## config.mk

```make
export PLATFORM = sky130hd
export DESIGN_NAME = random_walk_sensor_stimulus
export DESIGN_NICKNAME = d
export VERILOG_FILES = /design/src/hdl/rwss_pkg.sv /design/src/hdl/rwss_regs.sv /design/src/hdl/rwss_datapath.sv /design/src/hdl/rwss_ctrl.sv /design/src/hdl/random_walk_sensor_stimulus.sv
export SDC_FILE = /design/constraint.sdc
export NUM_CORES = 2
export LEC_CHECK = 0
export BUFFER_PORTS_ARGS = -buffer_cell sky130_fd_sc_hd__clkbuf_2
export CAP_MARGIN = 25
export CORE_MARGIN = 2
export CORE_UTILIZATION = 65
export CTS_BUF_LIST = sky130_fd_sc_hd__clkbuf_8 sky130_fd_sc_hd__clkbuf_16
export CTS_CLUSTER_SIZE = 30
export DETAILED_ROUTE_END_ITERATION = 10
export GPL_TIMING_DRIVEN = 1
export PLACE_DENSITY_LB_ADDON = 0.25
export SYNTH_ARGS = -nofsm -noshare
export SYNTH_HDL_FRONTEND = slang
export SYNTH_SLANG_ARGS = --single-unit
```

## constraint.sdc

```tcl
create_clock -name clk -period 12.15 [get_ports clk]
set_input_delay 1.215 -clock clk [delete_from_list [all_inputs] [get_ports clk]]
set_output_delay 1.215 -clock clk [all_outputs]
set_load 0.02 [all_outputs]
```

## src/hdl/rwss_pkg.sv

```systemverilog
// Package for the random-walk sensor stimulus block.
// Holds register indexes, arithmetic constants, the sequencer state type and
// the command/status structs shared by the controller and the datapath.
`timescale 1ns / 1ps

package rwss_pkg;

    // Register map (index = paddr[4:2])
    localparam logic [2:0] REG_SEED_START       = 3'd0;
    localparam logic [2:0] REG_TEMP_DRIFT       = 3'd1;
    localparam logic [2:0] REG_TEMP_NOISE_RANGE = 3'd2;
    localparam logic [2:0] REG_TEMP_SPIKE_RANGE = 3'd3;
    localparam logic [2:0] REG_PRES_DRIFT       = 3'd4;
    localparam logic [2:0] REG_PRES_NOISE_RANGE = 3'd5;
    localparam logic [2:0] REG_PRES_SPIKE_RANGE = 3'd6;
    localparam logic [2:0] REG_SPIKE_PERCENT    = 3'd7;

    // Register reset values
    localparam logic [30:0]        SEED_START_RST       = 31'd12345;
    localparam logic signed [15:0] TEMP_DRIFT_RST       = 16'sd38;
    localparam logic [15:0]        TEMP_NOISE_RANGE_RST = 16'd512;
    localparam logic [15:0]        TEMP_SPIKE_RANGE_RST = 16'd3840;
    localparam logic signed [15:0] PRES_DRIFT_RST       = 16'sd13;
    localparam logic [15:0]        PRES_NOISE_RANGE_RST = 16'd128;
    localparam logic [15:0]        PRES_SPIKE_RANGE_RST = 16'd768;
    localparam logic [6:0]         SPIKE_PERCENT_RST    = 7'd3;

    // Generator
    localparam logic [30:0] LCG_MUL = 31'd1103515245;
    localparam logic [30:0] LCG_ADD = 31'd12345;

    // Deviation divisor 2^15-1 and reciprocal of 100 (scaled by 2^19)
    localparam logic [14:0] DRAW_FULL  = 15'd32767;
    localparam logic [12:0] RECIP_100  = 13'd5243;

    // Walk state reset values
    localparam logic signed [16:0] TEMP_VALUE_RST = 17'sd6400;
    localparam logic signed [13:0] PRES_VALUE_RST = 14'sd768;

    // Clamp and saturation bounds, 19-bit signed working width
    localparam logic signed [18:0] TEMP_MIN = -19'sd2560;
    localparam logic signed [18:0] TEMP_MAX = 19'sd30720;
    localparam logic signed [18:0] PRES_MIN = 19'sd0;
    localparam logic signed [18:0] PRES_MAX = 19'sd3840;
    localparam logic signed [18:0] TEMP_SAT_MIN = -19'sd65536;
    localparam logic signed [18:0] TEMP_SAT_MAX = 19'sd65535;
    localparam logic signed [18:0] PRES_SAT_MIN = -19'sd8192;
    localparam logic signed [18:0] PRES_SAT_MAX = 19'sd8191;

    localparam logic CHAN_TEMP = 1'b0;
    localparam logic CHAN_PRES = 1'b1;

    typedef struct packed {
        logic [30:0]        seed_start;
        logic signed [15:0] temp_drift;
        logic [15:0]        temp_noise_range;
        logic [15:0]        temp_spike_range;
        logic signed [15:0] pres_drift;
        logic [15:0]        pres_noise_range;
        logic [15:0]        pres_spike_range;
        logic [6:0]         spike_percent;
    } cfg_t;

    typedef enum logic [3:0] {
        S_IDLE,
        S_NLCG,
        S_NMUL,
        S_NDIV,
        S_NACC,
        S_SLCG,
        S_MODQ,
        S_MODT,
        S_XLCG,
        S_XMUL,
        S_XDIV,
        S_XACC,
        S_DONE
    } state_t;

    typedef struct packed {
        logic lcg_step;
        logic dev_mul;
        logic spike_sel;
        logic dev_div;
        logic mod_q;
        logic mod_test;
        logic acc_noise;
        logic acc_spike;
        logic load_out;
        logic chan;
    } cmd_t;

    typedef struct packed {
        logic spike_hit;
    } sts_t;

endpackage

```

## src/hdl/rwss_regs.sv

```systemverilog
// Configuration register file with APB-style access.
// Depends on rwss_pkg for the register map, reset values and cfg_t.
`timescale 1ns / 1ps

module rwss_regs
(
    input  logic                clk,
    input  logic                rst_n,
    input  logic                psel,
    input  logic                penable,
    input  logic                pwrite,
    input  logic [4:0]          paddr,
    input  logic [31:0]         pwdata,
    output logic [31:0]         prdata,
    output logic                pready,
    output rwss_pkg::cfg_t      cfg,
    output logic                seed_load,
    output logic [30:0]         seed_wdata
);

    rwss_pkg::cfg_t cfg_reg;
    rwss_pkg::cfg_t cfg_next;
    logic           wr_en;
    logic [2:0]     idx;

    assign pready     = 1'b1;
    assign idx        = paddr[4:2];
    assign wr_en      = psel && penable && pwrite;
    assign seed_load  = wr_en && (idx == rwss_pkg::REG_SEED_START);
    assign seed_wdata = pwdata[30:0];
    assign cfg        = cfg_reg;

    always_comb
    begin
        cfg_next = cfg_reg;
        if (wr_en)
        begin
            case (idx)
                rwss_pkg::REG_SEED_START:       cfg_next.seed_start       = pwdata[30:0];
                rwss_pkg::REG_TEMP_DRIFT:       cfg_next.temp_drift       = pwdata[15:0];
                rwss_pkg::REG_TEMP_NOISE_RANGE: cfg_next.temp_noise_range = pwdata[15:0];
                rwss_pkg::REG_TEMP_SPIKE_RANGE: cfg_next.temp_spike_range = pwdata[15:0];
                rwss_pkg::REG_PRES_DRIFT:       cfg_next.pres_drift       = pwdata[15:0];
                rwss_pkg::REG_PRES_NOISE_RANGE: cfg_next.pres_noise_range = pwdata[15:0];
                rwss_pkg::REG_PRES_SPIKE_RANGE: cfg_next.pres_spike_range = pwdata[15:0];
                rwss_pkg::REG_SPIKE_PERCENT:    cfg_next.spike_percent    = pwdata[6:0];
                default:                        cfg_next = cfg_reg;
            endcase
        end
    end

    always_ff @(posedge clk or negedge rst_n)
    begin
        if (!rst_n)
        begin
            cfg_reg.seed_start       <= rwss_pkg::SEED_START_RST;
            cfg_reg.temp_drift       <= rwss_pkg::TEMP_DRIFT_RST;
            cfg_reg.temp_noise_range <= rwss_pkg::TEMP_NOISE_RANGE_RST;
            cfg_reg.temp_spike_range <= rwss_pkg::TEMP_SPIKE_RANGE_RST;
            cfg_reg.pres_drift       <= rwss_pkg::PRES_DRIFT_RST;
            cfg_reg.pres_noise_range <= rwss_pkg::PRES_NOISE_RANGE_RST;
            cfg_reg.pres_spike_range <= rwss_pkg::PRES_SPIKE_RANGE_RST;
            cfg_reg.spike_percent    <= rwss_pkg::SPIKE_PERCENT_RST;
        end
        else
        begin
            cfg_reg <= cfg_next;
        end
    end

    // Read back; signed drifts return sign-extended
    always_comb
    begin
        case (idx)
            rwss_pkg::REG_SEED_START:       prdata = {1'b0, cfg_reg.seed_start};
            rwss_pkg::REG_TEMP_DRIFT:       prdata = 32'(cfg_reg.temp_drift);
            rwss_pkg::REG_TEMP_NOISE_RANGE: prdata = {16'd0, cfg_reg.temp_noise_range};
            rwss_pkg::REG_TEMP_SPIKE_RANGE: prdata = {16'd0, cfg_reg.temp_spike_range};
            rwss_pkg::REG_PRES_DRIFT:       prdata = 32'(cfg_reg.pres_drift);
            rwss_pkg::REG_PRES_NOISE_RANGE: prdata = {16'd0, cfg_reg.pres_noise_range};
            rwss_pkg::REG_PRES_SPIKE_RANGE: prdata = {16'd0, cfg_reg.pres_spike_range};
            rwss_pkg::REG_SPIKE_PERCENT:    prdata = {25'd0, cfg_reg.spike_percent};
            default:                        prdata = 32'd0;
        endcase
    end

endmodule

```

## src/hdl/rwss_datapath.sv

```systemverilog
// Datapath: generator, shared deviation multiply/divide, mod-100 test,
// walk accumulator and result registers. Depends on rwss_pkg.
`timescale 1ns / 1ps

module rwss_datapath
(
    input  logic                clk,
    input  logic                rst_n,
    input  rwss_pkg::cfg_t      cfg,
    input  logic                seed_load,
    input  logic [30:0]         seed_wdata,
    input  rwss_pkg::cmd_t      cmd,
    output rwss_pkg::sts_t      sts,
    output logic signed [16:0]  temperature,
    output logic signed [13:0]  pressure,
    output logic                temp_spiked,
    output logic                pres_spiked
);

    logic [30:0]        seed_reg, seed_next, lcg_next;
    logic [14:0]        draw;
    logic               dev_neg;
    logic [14:0]        dev_mag;
    logic [15:0]        range_sel;
    logic [30:0]        prod_mag_reg;
    logic               prod_neg_reg;
    logic [15:0]        q0;
    logic [16:0]        r0;
    logic [1:0]         q1;
    logic [15:0]        r1;
    logic [16:0]        quot;
    logic signed [16:0] dev_reg;
    logic [27:0]        recip_prod;
    logic [8:0]         modq_reg;
    logic [15:0]        q_times_100;
    logic [14:0]        rem_full;
    logic [6:0]         rem;
    logic signed [18:0] val_ext, drift_ext, acc_sum, lo_bound, hi_bound, acc_bounded;
    logic signed [16:0] temp_reg;
    logic signed [13:0] pres_reg;
    logic               temp_flag_reg, pres_flag_reg;
    logic signed [16:0] temperature_reg;
    logic signed [13:0] pressure_reg;
    logic               temp_spiked_reg, pres_spiked_reg;

    // Generator: seed = seed * a + c mod 2^31
    assign lcg_next = seed_reg * rwss_pkg::LCG_MUL + rwss_pkg::LCG_ADD;
    assign draw     = seed_reg[30:16];

    always_comb
    begin
        seed_next = seed_reg;
        if (seed_load)
        begin
            seed_next = seed_wdata;
        end
        else if (cmd.lcg_step)
        begin
            seed_next = lcg_next;
        end
    end

    // Centred draw 2r-32767 as sign and magnitude
    assign dev_neg = ~draw[14];
    assign dev_mag = draw[14] ? {draw[13:0], 1'b1} : ~{draw[13:0], 1'b0};

    always_comb
    begin
        case ({cmd.chan, cmd.spike_sel})
            2'b00:   range_sel = cfg.temp_noise_range;
            2'b01:   range_sel = cfg.temp_spike_range;
            2'b10:   range_sel = cfg.pres_noise_range;
            default: range_sel = cfg.pres_spike_range;
        endcase
    end

    // Divide magnitude by 2^15-1: fold the high part back twice, then correct once
    assign q0   = prod_mag_reg[30:15];
    assign r0   = {2'b00, prod_mag_reg[14:0]} + {1'b0, q0};
    assign q1   = r0[16:15];
    assign r1   = {1'b0, r0[14:0]} + {14'd0, q1};
    assign quot = {1'b0, q0} + {15'd0, q1}
                  + {16'd0, (r1 >= {1'b0, rwss_pkg::DRAW_FULL})};

    // r mod 100 via reciprocal quotient, then remainder and compare
    assign recip_prod    = {13'd0, draw} * {15'd0, rwss_pkg::RECIP_100};
    assign q_times_100   = {1'b0, modq_reg, 6'd0} + {2'b00, modq_reg, 5'd0}
                           + {5'd0, modq_reg, 2'd0};
    assign rem_full      = draw - q_times_100[14:0];
    assign rem           = rem_full[6:0];
    assign sts.spike_hit = (rem < cfg.spike_percent);

    // Walk accumulator: noise step adds drift and clamps, spike step saturates
    assign val_ext   = (cmd.chan == rwss_pkg::CHAN_PRES) ? 19'(pres_reg) : 19'(temp_reg);
    assign drift_ext = (cmd.chan == rwss_pkg::CHAN_PRES) ? 19'(cfg.pres_drift)
                                                         : 19'(cfg.temp_drift);
    assign acc_sum   = val_ext + (cmd.acc_noise ? drift_ext : 19'sd0) + 19'(dev_reg);

    always_comb
    begin
        case ({cmd.chan, cmd.acc_noise})
            2'b01:   begin lo_bound = rwss_pkg::TEMP_MIN;     hi_bound = rwss_pkg::TEMP_MAX;     end
            2'b00:   begin lo_bound = rwss_pkg::TEMP_SAT_MIN; hi_bound = rwss_pkg::TEMP_SAT_MAX; end
            2'b11:   begin lo_bound = rwss_pkg::PRES_MIN;     hi_bound = rwss_pkg::PRES_MAX;     end
            default: begin lo_bound = rwss_pkg::PRES_SAT_MIN; hi_bound = rwss_pkg::PRES_SAT_MAX; end
        endcase
        if (acc_sum < lo_bound)
        begin
            acc_bounded = lo_bound;
        end
        else if (acc_sum > hi_bound)
        begin
            acc_bounded = hi_bound;
        end
        else
        begin
            acc_bounded = acc_sum;
        end
    end

    // State registers
    always_ff @(posedge clk or negedge rst_n)
    begin
        if (!rst_n)
        begin
            seed_reg <= rwss_pkg::SEED_START_RST;
            temp_reg <= rwss_pkg::TEMP_VALUE_RST;
            pres_reg <= rwss_pkg::PRES_VALUE_RST;
        end
        else
        begin
            seed_reg <= seed_next;
            if (cmd.acc_noise || cmd.acc_spike)
            begin
                if (cmd.chan == rwss_pkg::CHAN_PRES)
                begin
                    pres_reg <= acc_bounded[13:0];
                end
                else
                begin
                    temp_reg <= acc_bounded[16:0];
                end
            end
        end
    end

    // Working and result registers
    always_ff @(posedge clk)
    begin
        if (cmd.dev_mul)
        begin
            prod_mag_reg <= {16'd0, dev_mag} * {15'd0, range_sel};
            prod_neg_reg <= dev_neg;
        end
        if (cmd.dev_div)
        begin
            dev_reg <= prod_neg_reg ? -$signed(quot) : $signed(quot);
        end
        if (cmd.mod_q)
        begin
            modq_reg <= recip_prod[27:19];
        end
        if (cmd.mod_test)
        begin
            if (cmd.chan == rwss_pkg::CHAN_PRES)
            begin
                pres_flag_reg <= sts.spike_hit;
            end
            else
            begin
                temp_flag_reg <= sts.spike_hit;
            end
        end
        if (cmd.load_out)
        begin
            temperature_reg <= temp_reg;
            pressure_reg    <= pres_reg;
            temp_spiked_reg <= temp_flag_reg;
            pres_spiked_reg <= pres_flag_reg;
        end
    end

    assign temperature = temperature_reg;
    assign pressure    = pressure_reg;
    assign temp_spiked = temp_spiked_reg;
    assign pres_spiked = pres_spiked_reg;

endmodule

```

## src/hdl/rwss_ctrl.sv

```systemverilog
// Sequencer for one tick: noise, spike test and optional spike per channel,
// then the result beat. Depends on rwss_pkg for state_t, cmd_t and sts_t.
`timescale 1ns / 1ps

module rwss_ctrl
(
    input  logic                clk,
    input  logic                rst_n,
    input  logic                in_valid,
    output logic                in_ready,
    input  logic                advance,
    output logic                out_valid,
    input  logic                out_ready,
    input  rwss_pkg::sts_t      sts,
    output rwss_pkg::cmd_t      cmd
);

    rwss_pkg::state_t state_reg, state_next;
    logic             chan_reg, chan_next;
    logic             out_valid_reg, out_valid_next;
    logic             in_beat;

    assign in_ready  = (state_reg == rwss_pkg::S_IDLE);
    assign in_beat   = in_valid && in_ready;
    assign out_valid = out_valid_reg;

    always_ff @(posedge clk or negedge rst_n)
    begin
        if (!rst_n)
        begin
            state_reg     <= rwss_pkg::S_IDLE;
            chan_reg      <= rwss_pkg::CHAN_TEMP;
            out_valid_reg <= 1'b0;
        end
        else
        begin
            state_reg     <= state_next;
            chan_reg      <= chan_next;
            out_valid_reg <= out_valid_next;
        end
    end

    always_comb
    begin
        state_next = state_reg;
        chan_next  = chan_reg;
        cmd        = '0;
        cmd.chan   = chan_reg;
        out_valid_next = out_valid_reg && !out_ready;

        case (state_reg)
            rwss_pkg::S_IDLE:
            begin
                if (in_beat && advance)
                begin
                    chan_next  = rwss_pkg::CHAN_TEMP;
                    state_next = rwss_pkg::S_NLCG;
                end
            end
            rwss_pkg::S_NLCG:
            begin
                cmd.lcg_step = 1'b1;
                state_next   = rwss_pkg::S_NMUL;
            end
            rwss_pkg::S_NMUL:
            begin
                cmd.dev_mul = 1'b1;
                state_next  = rwss_pkg::S_NDIV;
            end
            rwss_pkg::S_NDIV:
            begin
                cmd.dev_div = 1'b1;
                state_next  = rwss_pkg::S_NACC;
            end
            rwss_pkg::S_NACC:
            begin
                cmd.acc_noise = 1'b1;
                state_next    = rwss_pkg::S_SLCG;
            end
            rwss_pkg::S_SLCG:
            begin
                cmd.lcg_step = 1'b1;
                state_next   = rwss_pkg::S_MODQ;
            end
            rwss_pkg::S_MODQ:
            begin
                cmd.mod_q  = 1'b1;
                state_next = rwss_pkg::S_MODT;
            end
            rwss_pkg::S_MODT:
            begin
                cmd.mod_test = 1'b1;
                if (sts.spike_hit)
                begin
                    state_next = rwss_pkg::S_XLCG;
                end
                else if (chan_reg == rwss_pkg::CHAN_TEMP)
                begin
                    chan_next  = rwss_pkg::CHAN_PRES;
                    state_next = rwss_pkg::S_NLCG;
                end
                else
                begin
                    state_next = rwss_pkg::S_DONE;
                end
            end
            rwss_pkg::S_XLCG:
            begin
                cmd.lcg_step = 1'b1;
                state_next   = rwss_pkg::S_XMUL;
            end
            rwss_pkg::S_XMUL:
            begin
                cmd.dev_mul   = 1'b1;
                cmd.spike_sel = 1'b1;
                state_next    = rwss_pkg::S_XDIV;
            end
            rwss_pkg::S_XDIV:
            begin
                cmd.dev_div = 1'b1;
                state_next  = rwss_pkg::S_XACC;
            end
            rwss_pkg::S_XACC:
            begin
                cmd.acc_spike = 1'b1;
                if (chan_reg == rwss_pkg::CHAN_TEMP)
                begin
                    chan_next  = rwss_pkg::CHAN_PRES;
                    state_next = rwss_pkg::S_NLCG;
                end
                else
                begin
                    state_next = rwss_pkg::S_DONE;
                end
            end
            rwss_pkg::S_DONE:
            begin
                // hold until the output register is free
                if (!out_valid_reg || out_ready)
                begin
                    cmd.load_out   = 1'b1;
                    out_valid_next = 1'b1;
                    state_next     = rwss_pkg::S_IDLE;
                end
            end
            default:
            begin
                state_next = rwss_pkg::S_IDLE;
            end
        endcase
    end

endmodule

```

## src/hdl/random_walk_sensor_stimulus.sv

```systemverilog
// Random-walk sensor stimulus: every accepted input beat with advance high
// yields one output beat carrying a temperature (17-bit signed, 1/256 degree)
// and a pressure (14-bit signed, 1/256 bar) reading plus two spike flags.
// A 31-bit LCG supplies 15-bit draws; each channel moves by drift plus a
// noise deviation (2r-32767)*range/32767 (truncating toward zero), is
// clamped (temperature -10..120 degrees, pressure 0..15 bar), and when a
// draw mod 100 falls below spike_percent a spike deviation is added and the
// value saturated to the output width. Temperature is worked before
// pressure. One shared multiply/divide unit and a single generator are
// stepped by a sequencer through the noise step, spike test and any spike
// of each channel, then a final step registers the result; a new input beat
// is taken only once that step is done. A beat with advance low is taken
// and dropped with no result. The result sits in an output register,
// so the next input beat is taken while it waits; the sequencer only holds at
// its final step if the previous result is still untaken. Registers sit on an
// APB-style port at 4*index; writing seed_start also reloads the generator.
// Write registers only while the block is idle.
// Depends on rwss_pkg, rwss_regs, rwss_ctrl and rwss_datapath.
`timescale 1ns / 1ps

module random_walk_sensor_stimulus
(
    input  logic                clk,
    input  logic                rst_n,
    // configuration port
    input  logic                psel,
    input  logic                penable,
    input  logic                pwrite,
    input  logic [4:0]          paddr,
    input  logic [31:0]         pwdata,
    output logic [31:0]         prdata,
    output logic                pready,
    // input channel
    input  logic                in_valid,
    output logic                in_ready,
    input  logic                advance,
    // output channel
    output logic                out_valid,
    input  logic                out_ready,
    output logic signed [16:0]  temperature,
    output logic signed [13:0]  pressure,
    output logic                temp_spiked,
    output logic                pres_spiked
);

    rwss_pkg::cfg_t cfg;
    rwss_pkg::cmd_t cmd;
    rwss_pkg::sts_t sts;
    logic           seed_load;
    logic [30:0]    seed_wdata;

    // Register file; a seed write is forwarded to the generator at once
    rwss_regs u_regs
    (
        .clk        (clk),
        .rst_n      (rst_n),
        .psel       (psel),
        .penable    (penable),
        .pwrite     (pwrite),
        .paddr      (paddr),
        .pwdata     (pwdata),
        .prdata     (prdata),
        .pready     (pready),
        .cfg        (cfg),
        .seed_load  (seed_load),
        .seed_wdata (seed_wdata)
    );

    // Sequencer: owns both handshakes and steps the datapath
    rwss_ctrl u_ctrl
    (
        .clk       (clk),
        .rst_n     (rst_n),
        .in_valid  (in_valid),
        .in_ready  (in_ready),
        .advance   (advance),
        .out_valid (out_valid),
        .out_ready (out_ready),
        .sts       (sts),
        .cmd       (cmd)
    );

    // Arithmetic, walk state and result register
    rwss_datapath u_dp
    (
        .clk         (clk),
        .rst_n       (rst_n),
        .cfg         (cfg),
        .seed_load   (seed_load),
        .seed_wdata  (seed_wdata),
        .cmd         (cmd),
        .sts         (sts),
        .temperature (temperature),
        .pressure    (pressure),
        .temp_spiked (temp_spiked),
        .pres_spiked (pres_spiked)
    );

    // Without a spike the reading must lie inside its clamp window
    a_temp_window: assert property (@(posedge clk) disable iff (!rst_n)
        (out_valid && !temp_spiked) |->
        (temperature >= rwss_pkg::TEMP_MIN && temperature <= rwss_pkg::TEMP_MAX))
        else $error("temperature outside clamp window without spike");

    a_pres_window: assert property (@(posedge clk) disable iff (!rst_n)
        (out_valid && !pres_spiked) |->
        (pressure >= rwss_pkg::PRES_MIN && pressure <= rwss_pkg::PRES_MAX))
        else $error("pressure outside clamp window without spike");

    // An advance beat starts the sequence, so the input side closes
    a_busy_after_advance: assert property (@(posedge clk) disable iff (!rst_n)
        (in_valid && in_ready && advance) |=> !in_ready)
        else $error("input still open after an advance beat");

    // A beat without advance is dropped and the block stays open
    a_idle_after_drop: assert property (@(posedge clk) disable iff (!rst_n)
        (in_valid && in_ready && !advance) |=> in_ready)
        else $error("block went busy on a beat without advance");

    // No result beat can appear right after an advance beat is taken
    a_no_early_result: assert property (@(posedge clk) disable iff (!rst_n)
        (in_valid && in_ready && advance && !out_valid) |=> !out_valid)
        else $error("result appeared too early");

endmodule

```

# == After elaboration in Yosys (flattened, before gate mapping) ==
# Index checks and enable logic that the tools add are counted.
# classes
bitwise,3
mux,33
n_mul,3
n_eq_ne,26
reduce_logical,33
addsub,11
magnitude_cmp,4
# ops
operator,n
$pmux W32 S8,1
$pmux W16 S3,2
$mux W31,2
$mux W19,3
$pmux W19 S3,1
$pmux W4 S13,1
$mux W17,3
$add A31 B14 Y31 const B,1
$mul A15 B16 Y31,1
$mul A31 B31 Y31 const B,1
$reduce_and A2 Y1,13
$mul A15 B13 Y24 const B,1
$eq A4 B4 Y1 const B,5
$add A19 B17 Y19,1
$add A19 B19 Y19,1
$gt A19 B17 Y1,1
$lt A19 B19 Y1,1
$add A15 B16 Y17,1
$add A16 B2 Y17,1
$add A17 B1 Y17,1
$neg A17 Y17,1
$add A15 B2 Y16,1
$eq A4 B3 Y1 const B,4
$ge A16 B15 Y1 const B,1
29 further kinds,64
# word_totals
regBits,291

# == Longest topological paths before layout ==
# depth
ltp_word,8
ltp_mapped,32
mapped_depth_nobuf,31

# == By module ==
# Synthesis repeated with hierarchy kept, for this count alone.
# unflattened
hier_cells,3609
area_unflattened_um2,36590.1
# modules_own_cells
mod,n_inst,cells_per_inst,area_each_um2
rwss_datapath,1,3065,29520.8
rwss_regs,1,493,6576.3
rwss_ctrl,1,51,493.0

# == Worst setup path after synthesis ==
# OpenSTA, ideal clock, no wires.
# synth_timing
path_kind,flip-flop to flip-flop
from,reg u_ctrl.state_reg[0]
to,reg u_dp.prod_mag_reg[29] (data pin)
required_ns,11.891
path_stages_with_launch,32
setup_ns,0.259
setup_slack_ns,4.377
arrival_ns,7.515
path_cell_list,dfrtp_1 -> clkbuf_1 -> nor2b_1 -> nand2_1 -> clkbuf_1 -> clkbuf_1 -> nand2_1 -> nand2_1 -> o21ai_1 -> clkinv_1 -> nand2_1 -> fa_1 -> fa_1 -> inv_1 -> fa_1 -> inv_1 -> fa_1 -> inv_1 -> fa_1 -> inv_1 -> fa_1 -> inv_1 -> ha_1 -> a2111oi_0 -> o21ai_0 -> a21oi_1 -> o31ai_1 -> o211a_1 -> o21a_1 -> o21a_1 -> o41a_1 -> xor2_1
# synth_between
elab_chain_cells,5
elab_cells_between_ends,7
classes_between,mul: 1; eq/ne: 3; mux: 2; reduce/logical: 1
# synth_rtl
element,line_no,source
from (decl),rwss_ctrl.sv:18,"rwss_pkg::state_t state_reg, state_next;"
from (signal assigned),rwss_ctrl.sv:31,state_reg <= rwss_pkg::S_IDLE;
from (signal assigned),rwss_ctrl.sv:37,state_reg <= state_next;
$eq A4 B4 Y1 (*),rwss_ctrl.sv:51,case (state_reg)
$mux W1 (*),rwss_ctrl.sv:51,
$eq A2 B2 Y1 (tied with other cells),rwss_datapath.sv:69,"case ({cmd.chan, cmd.spike_sel})"
$pmux W16 S3 (*),rwss_datapath.sv:69,
$mul A15 B16 Y31 (*),rwss_datapath.sv:152,"prod_mag_reg <= {16'd0, dev_mag} * {15'd0, range_sel};"
to (signal assigned),rwss_datapath.sv:152,
to (decl),rwss_datapath.sv:25,logic [30:0] prod_mag_reg;
# Every way passes the cells marked *; elsewhere a longest branch is shown, timed or not.
# A chain may end at the register's enable or synchronous reset.

# == Worst setup path after layout ==
# layout_timing
from,reg u_ctrl.state_reg[2]
to,reg u_dp.prod_mag_reg[29] (data pin)
# Same word-level chain as after synthesis.

==> reports/results.txt <==
Status -> complete, no violations
DR WL/cell -> 19.5 um
Max Fanout on Critical Path -> 22
Max reg flops -> 134
Met3 Use GR -> 5.87%
Skew final -> 0.0103 ns
Max Fclk -> 117 MHz
Area grow syn2layout -> 6.90%
Seq/Total Area, Yosys -> 21.7%
Number of max-cap violations -> 0
Final Wtd Congestion -> 0.953
IO Count -> 113
Core ar. -> 54800 um^2
Design Area, Final -> 38300 um^2
Die Y-Extent -> 239 um
Clock Tree Buf Depth -> 3
Slowest CP cell -> o21a_1
WP data arrival -> 8.93 ns
Critical Path RT -> 12.51 ns
CTS Root Cell -> clkbuf_16
Cell Rows -> 86
CTS Sinks -> 291
Commonest non-fill, non-tap cells in the layout -> inv_1 (761), fa_1 (453), ha_1 (450)
ANT nets after route -> 0
Dpl cells -> 4421
Setup bufs post-CTS -> 0
RSZ-0062 raised after global routing -> no
Met1 GRT Util -> 45.1%
Post-route insts no fill -> 4479
Least-Margin Pin Slew -> 1.12 ns
Largest net degree at the start of global routing -> 71
Initial antenna violation count -> 1
Ys async rst share -> 69.4%
Final setup fails -> 0
R2R Setup Slk -> 3.58 ns
Max_slew headroom -> 24.9%
Synth area leader -> fa_1
Pins Over Slew Limit -> 0
Met2 track demand over resource -> 51.5%
DP HPWL -> 69900 um
Yosys cell types -> 80
Crit start category -> flop
H-tree Lvls -> 1
Most common cell after layout, fill and taps aside -> inv_1
Post-CTS sizing -> 0
Final WL -> 87500 um
Pre-antenna DRT Iters -> 7
TNS Setup -> 0 ns
Net count after synthesis -> 4622
Tcrit/Tclk final -> 70.6%
Fillers -> 4096
TritonCTS Buffers -> 30
Crit. End Element -> flop
Yosys warns -> 0
GRT Max-Usage Layer -> met2
Most used DFF post-synth -> dfrtp_1
Count of state elements after synthesis -> 291
Final hold viol count -> 0
CTS tree -> built
DP Area -> 37200 um^2
Post-Syn Area -> 35800 um^2
Final nets -> 4698
Clock latency on the worst-skew pair -> 0.60 ns
Tot GR Track Use -> 32.3%
Synthesized instance count -> 3674
Post-cts hold buffer count -> 0
Via density -> 5.80
Die W -> 239 um
Vias in the first global route -> 26800
First-pass GRT wire length -> 143000 um
Worst Setup Path Type -> reg2reg
Buffers on Ports -> 108
DRC marker count from the first detailed-route iteration -> 1919
Total die area -> 57000 um^2
Post-route DRC -> 0
Post-synth EDFFs -> 89
Initial Util -> 65.5%
CP max stage delay -> 0.63 ns
Top cells by area, synth -> fa_1 (25%), ha_1 (16%), dfrtp_1 (12%), inv_1 (7.9%), edfxtp_1 (7.5%)
Yosys top cell area share -> 25.3%
Layout cells sized above 1 -> 10.4%
Avg Cell Area, Syn -> 9.76 um^2
Worst hold-check path type -> reg2reg
Worst-path clk slew -> 0.07 ns
Crit path time final -> 8.57 ns
GR Overflow Total -> 0
Via count -> 26000
==> kinds of logic (layout without fill, tap and decap cells) <==
| group | Yosys count | count (layout) | share of synthesized area, % |
|---|---|---|---|
| adders and majority gates | 903 | 903 | 41.0 |
| buffers and inverters | 860 | 960 | 9.07 |
| and+or+nand+nor | 793 | 793 | 9.79 |
| AOI/OAI and AO/OA | 497 | 497 | 9.09 |
| DFF | 291 | 291 | 21.7 |
| xor gates and xnor gates | 165 | 165 | 4.03 |
| muxes | 164 | 164 | 5.33 |
| other | 1 | 2 | 0.0105 |
==> worst max-delay path: cells and delay by family (launching register included) <==
kind	cells	cell delay [ns]
flops	1	0.54
buf+inv	7	0.90
xor+xnor	1	0.15
simple gates	4	0.63
compound gates	9	2.63
fa+ha+maj	7	3.45
==> layer usage <==
layer	routed length (um)	vias to the layer above
met4	2650	0
met5	0	-
met2	40100	983
met3	7610	154
li1	-	12000
met1	37100	12800
==> synthesized netlist by cell type (18+ instances only) <==
| master | count |
|---|---|
| inv_1 | 756 |
| fa_1 | 453 |
| ha_1 | 450 |
| nand2_1 | 374 |
| nor2_1 | 189 |
| dfrtp_1 | 169 |
| a21oi_1 | 132 |
| xnor2_1 | 123 |
| mux2_2 | 114 |
| o21ai_0 | 109 |
| edfxtp_1 | 89 |
| clkbuf_1 | 78 |
| a21o_1 | 49 |
| and2_1 | 44 |
| nand3_1 | 42 |
| xor2_1 | 42 |
| mux2i_1 | 40 |
| dfstp_2 | 33 |
| o21a_1 | 31 |
| nor3_1 | 24 |
| nand2b_1 | 23 |
| nand4_1 | 21 |
| o31ai_1 | 20 |
| nor2b_1 | 18 |
==> worst paths after layout <==
kind	start	end	depth (start not counted)
max	u_ctrl.state_reg[2]	u_dp.prod_mag_reg[29]	28
min	u_dp.pres_flag_reg	u_dp.pres_spiked	0
max reg2reg	u_ctrl.state_reg[2]	u_dp.prod_mag_reg[29]	28
min reg2reg	u_dp.pres_flag_reg	u_dp.pres_spiked	0
max in group asynchronous	rst_n	u_regs.cfg[126]	2
min in group asynchronous	rst_n	u_ctrl.state_reg[3]	1
==> cell type report <==
type / instances / area, um^2 / share of cell area (%)
multi-input combinational: 2523 / 24900 / 64.9
antenna: 1 / 2.50 / 0.00653
inverter: 762 / 2860 / 7.46
clock inverter: 24 / 314 / 0.819
clock buffer: 32 / 778 / 2.03
sequential: 291 / 7770 / 20.3
timing repair buffer: 142 / 832 / 2.17
tap: 704 / 881 / 2.30
==> metrics by stage <==
| step | setup slack [ns] | util, % | hold WS, ns |
|---|---|---|---|
| after floorplan | 4.38 | - | 0.400 |
| after CTS | 3.36 | 69.9 | 0.431 |
| after detailed placement | 3.43 | 67.9 | 0.416 |
| final | 3.58 | 70.0 | 0.428 |
| after global placement | 3.47 | 67.9 | 0.401 |
| after global routing | 3.23 | 70.0 | 0.436 |
Power is not shown: default switching activity piles up to over one toggle a cycle in this logic, so the estimate is an artifact.
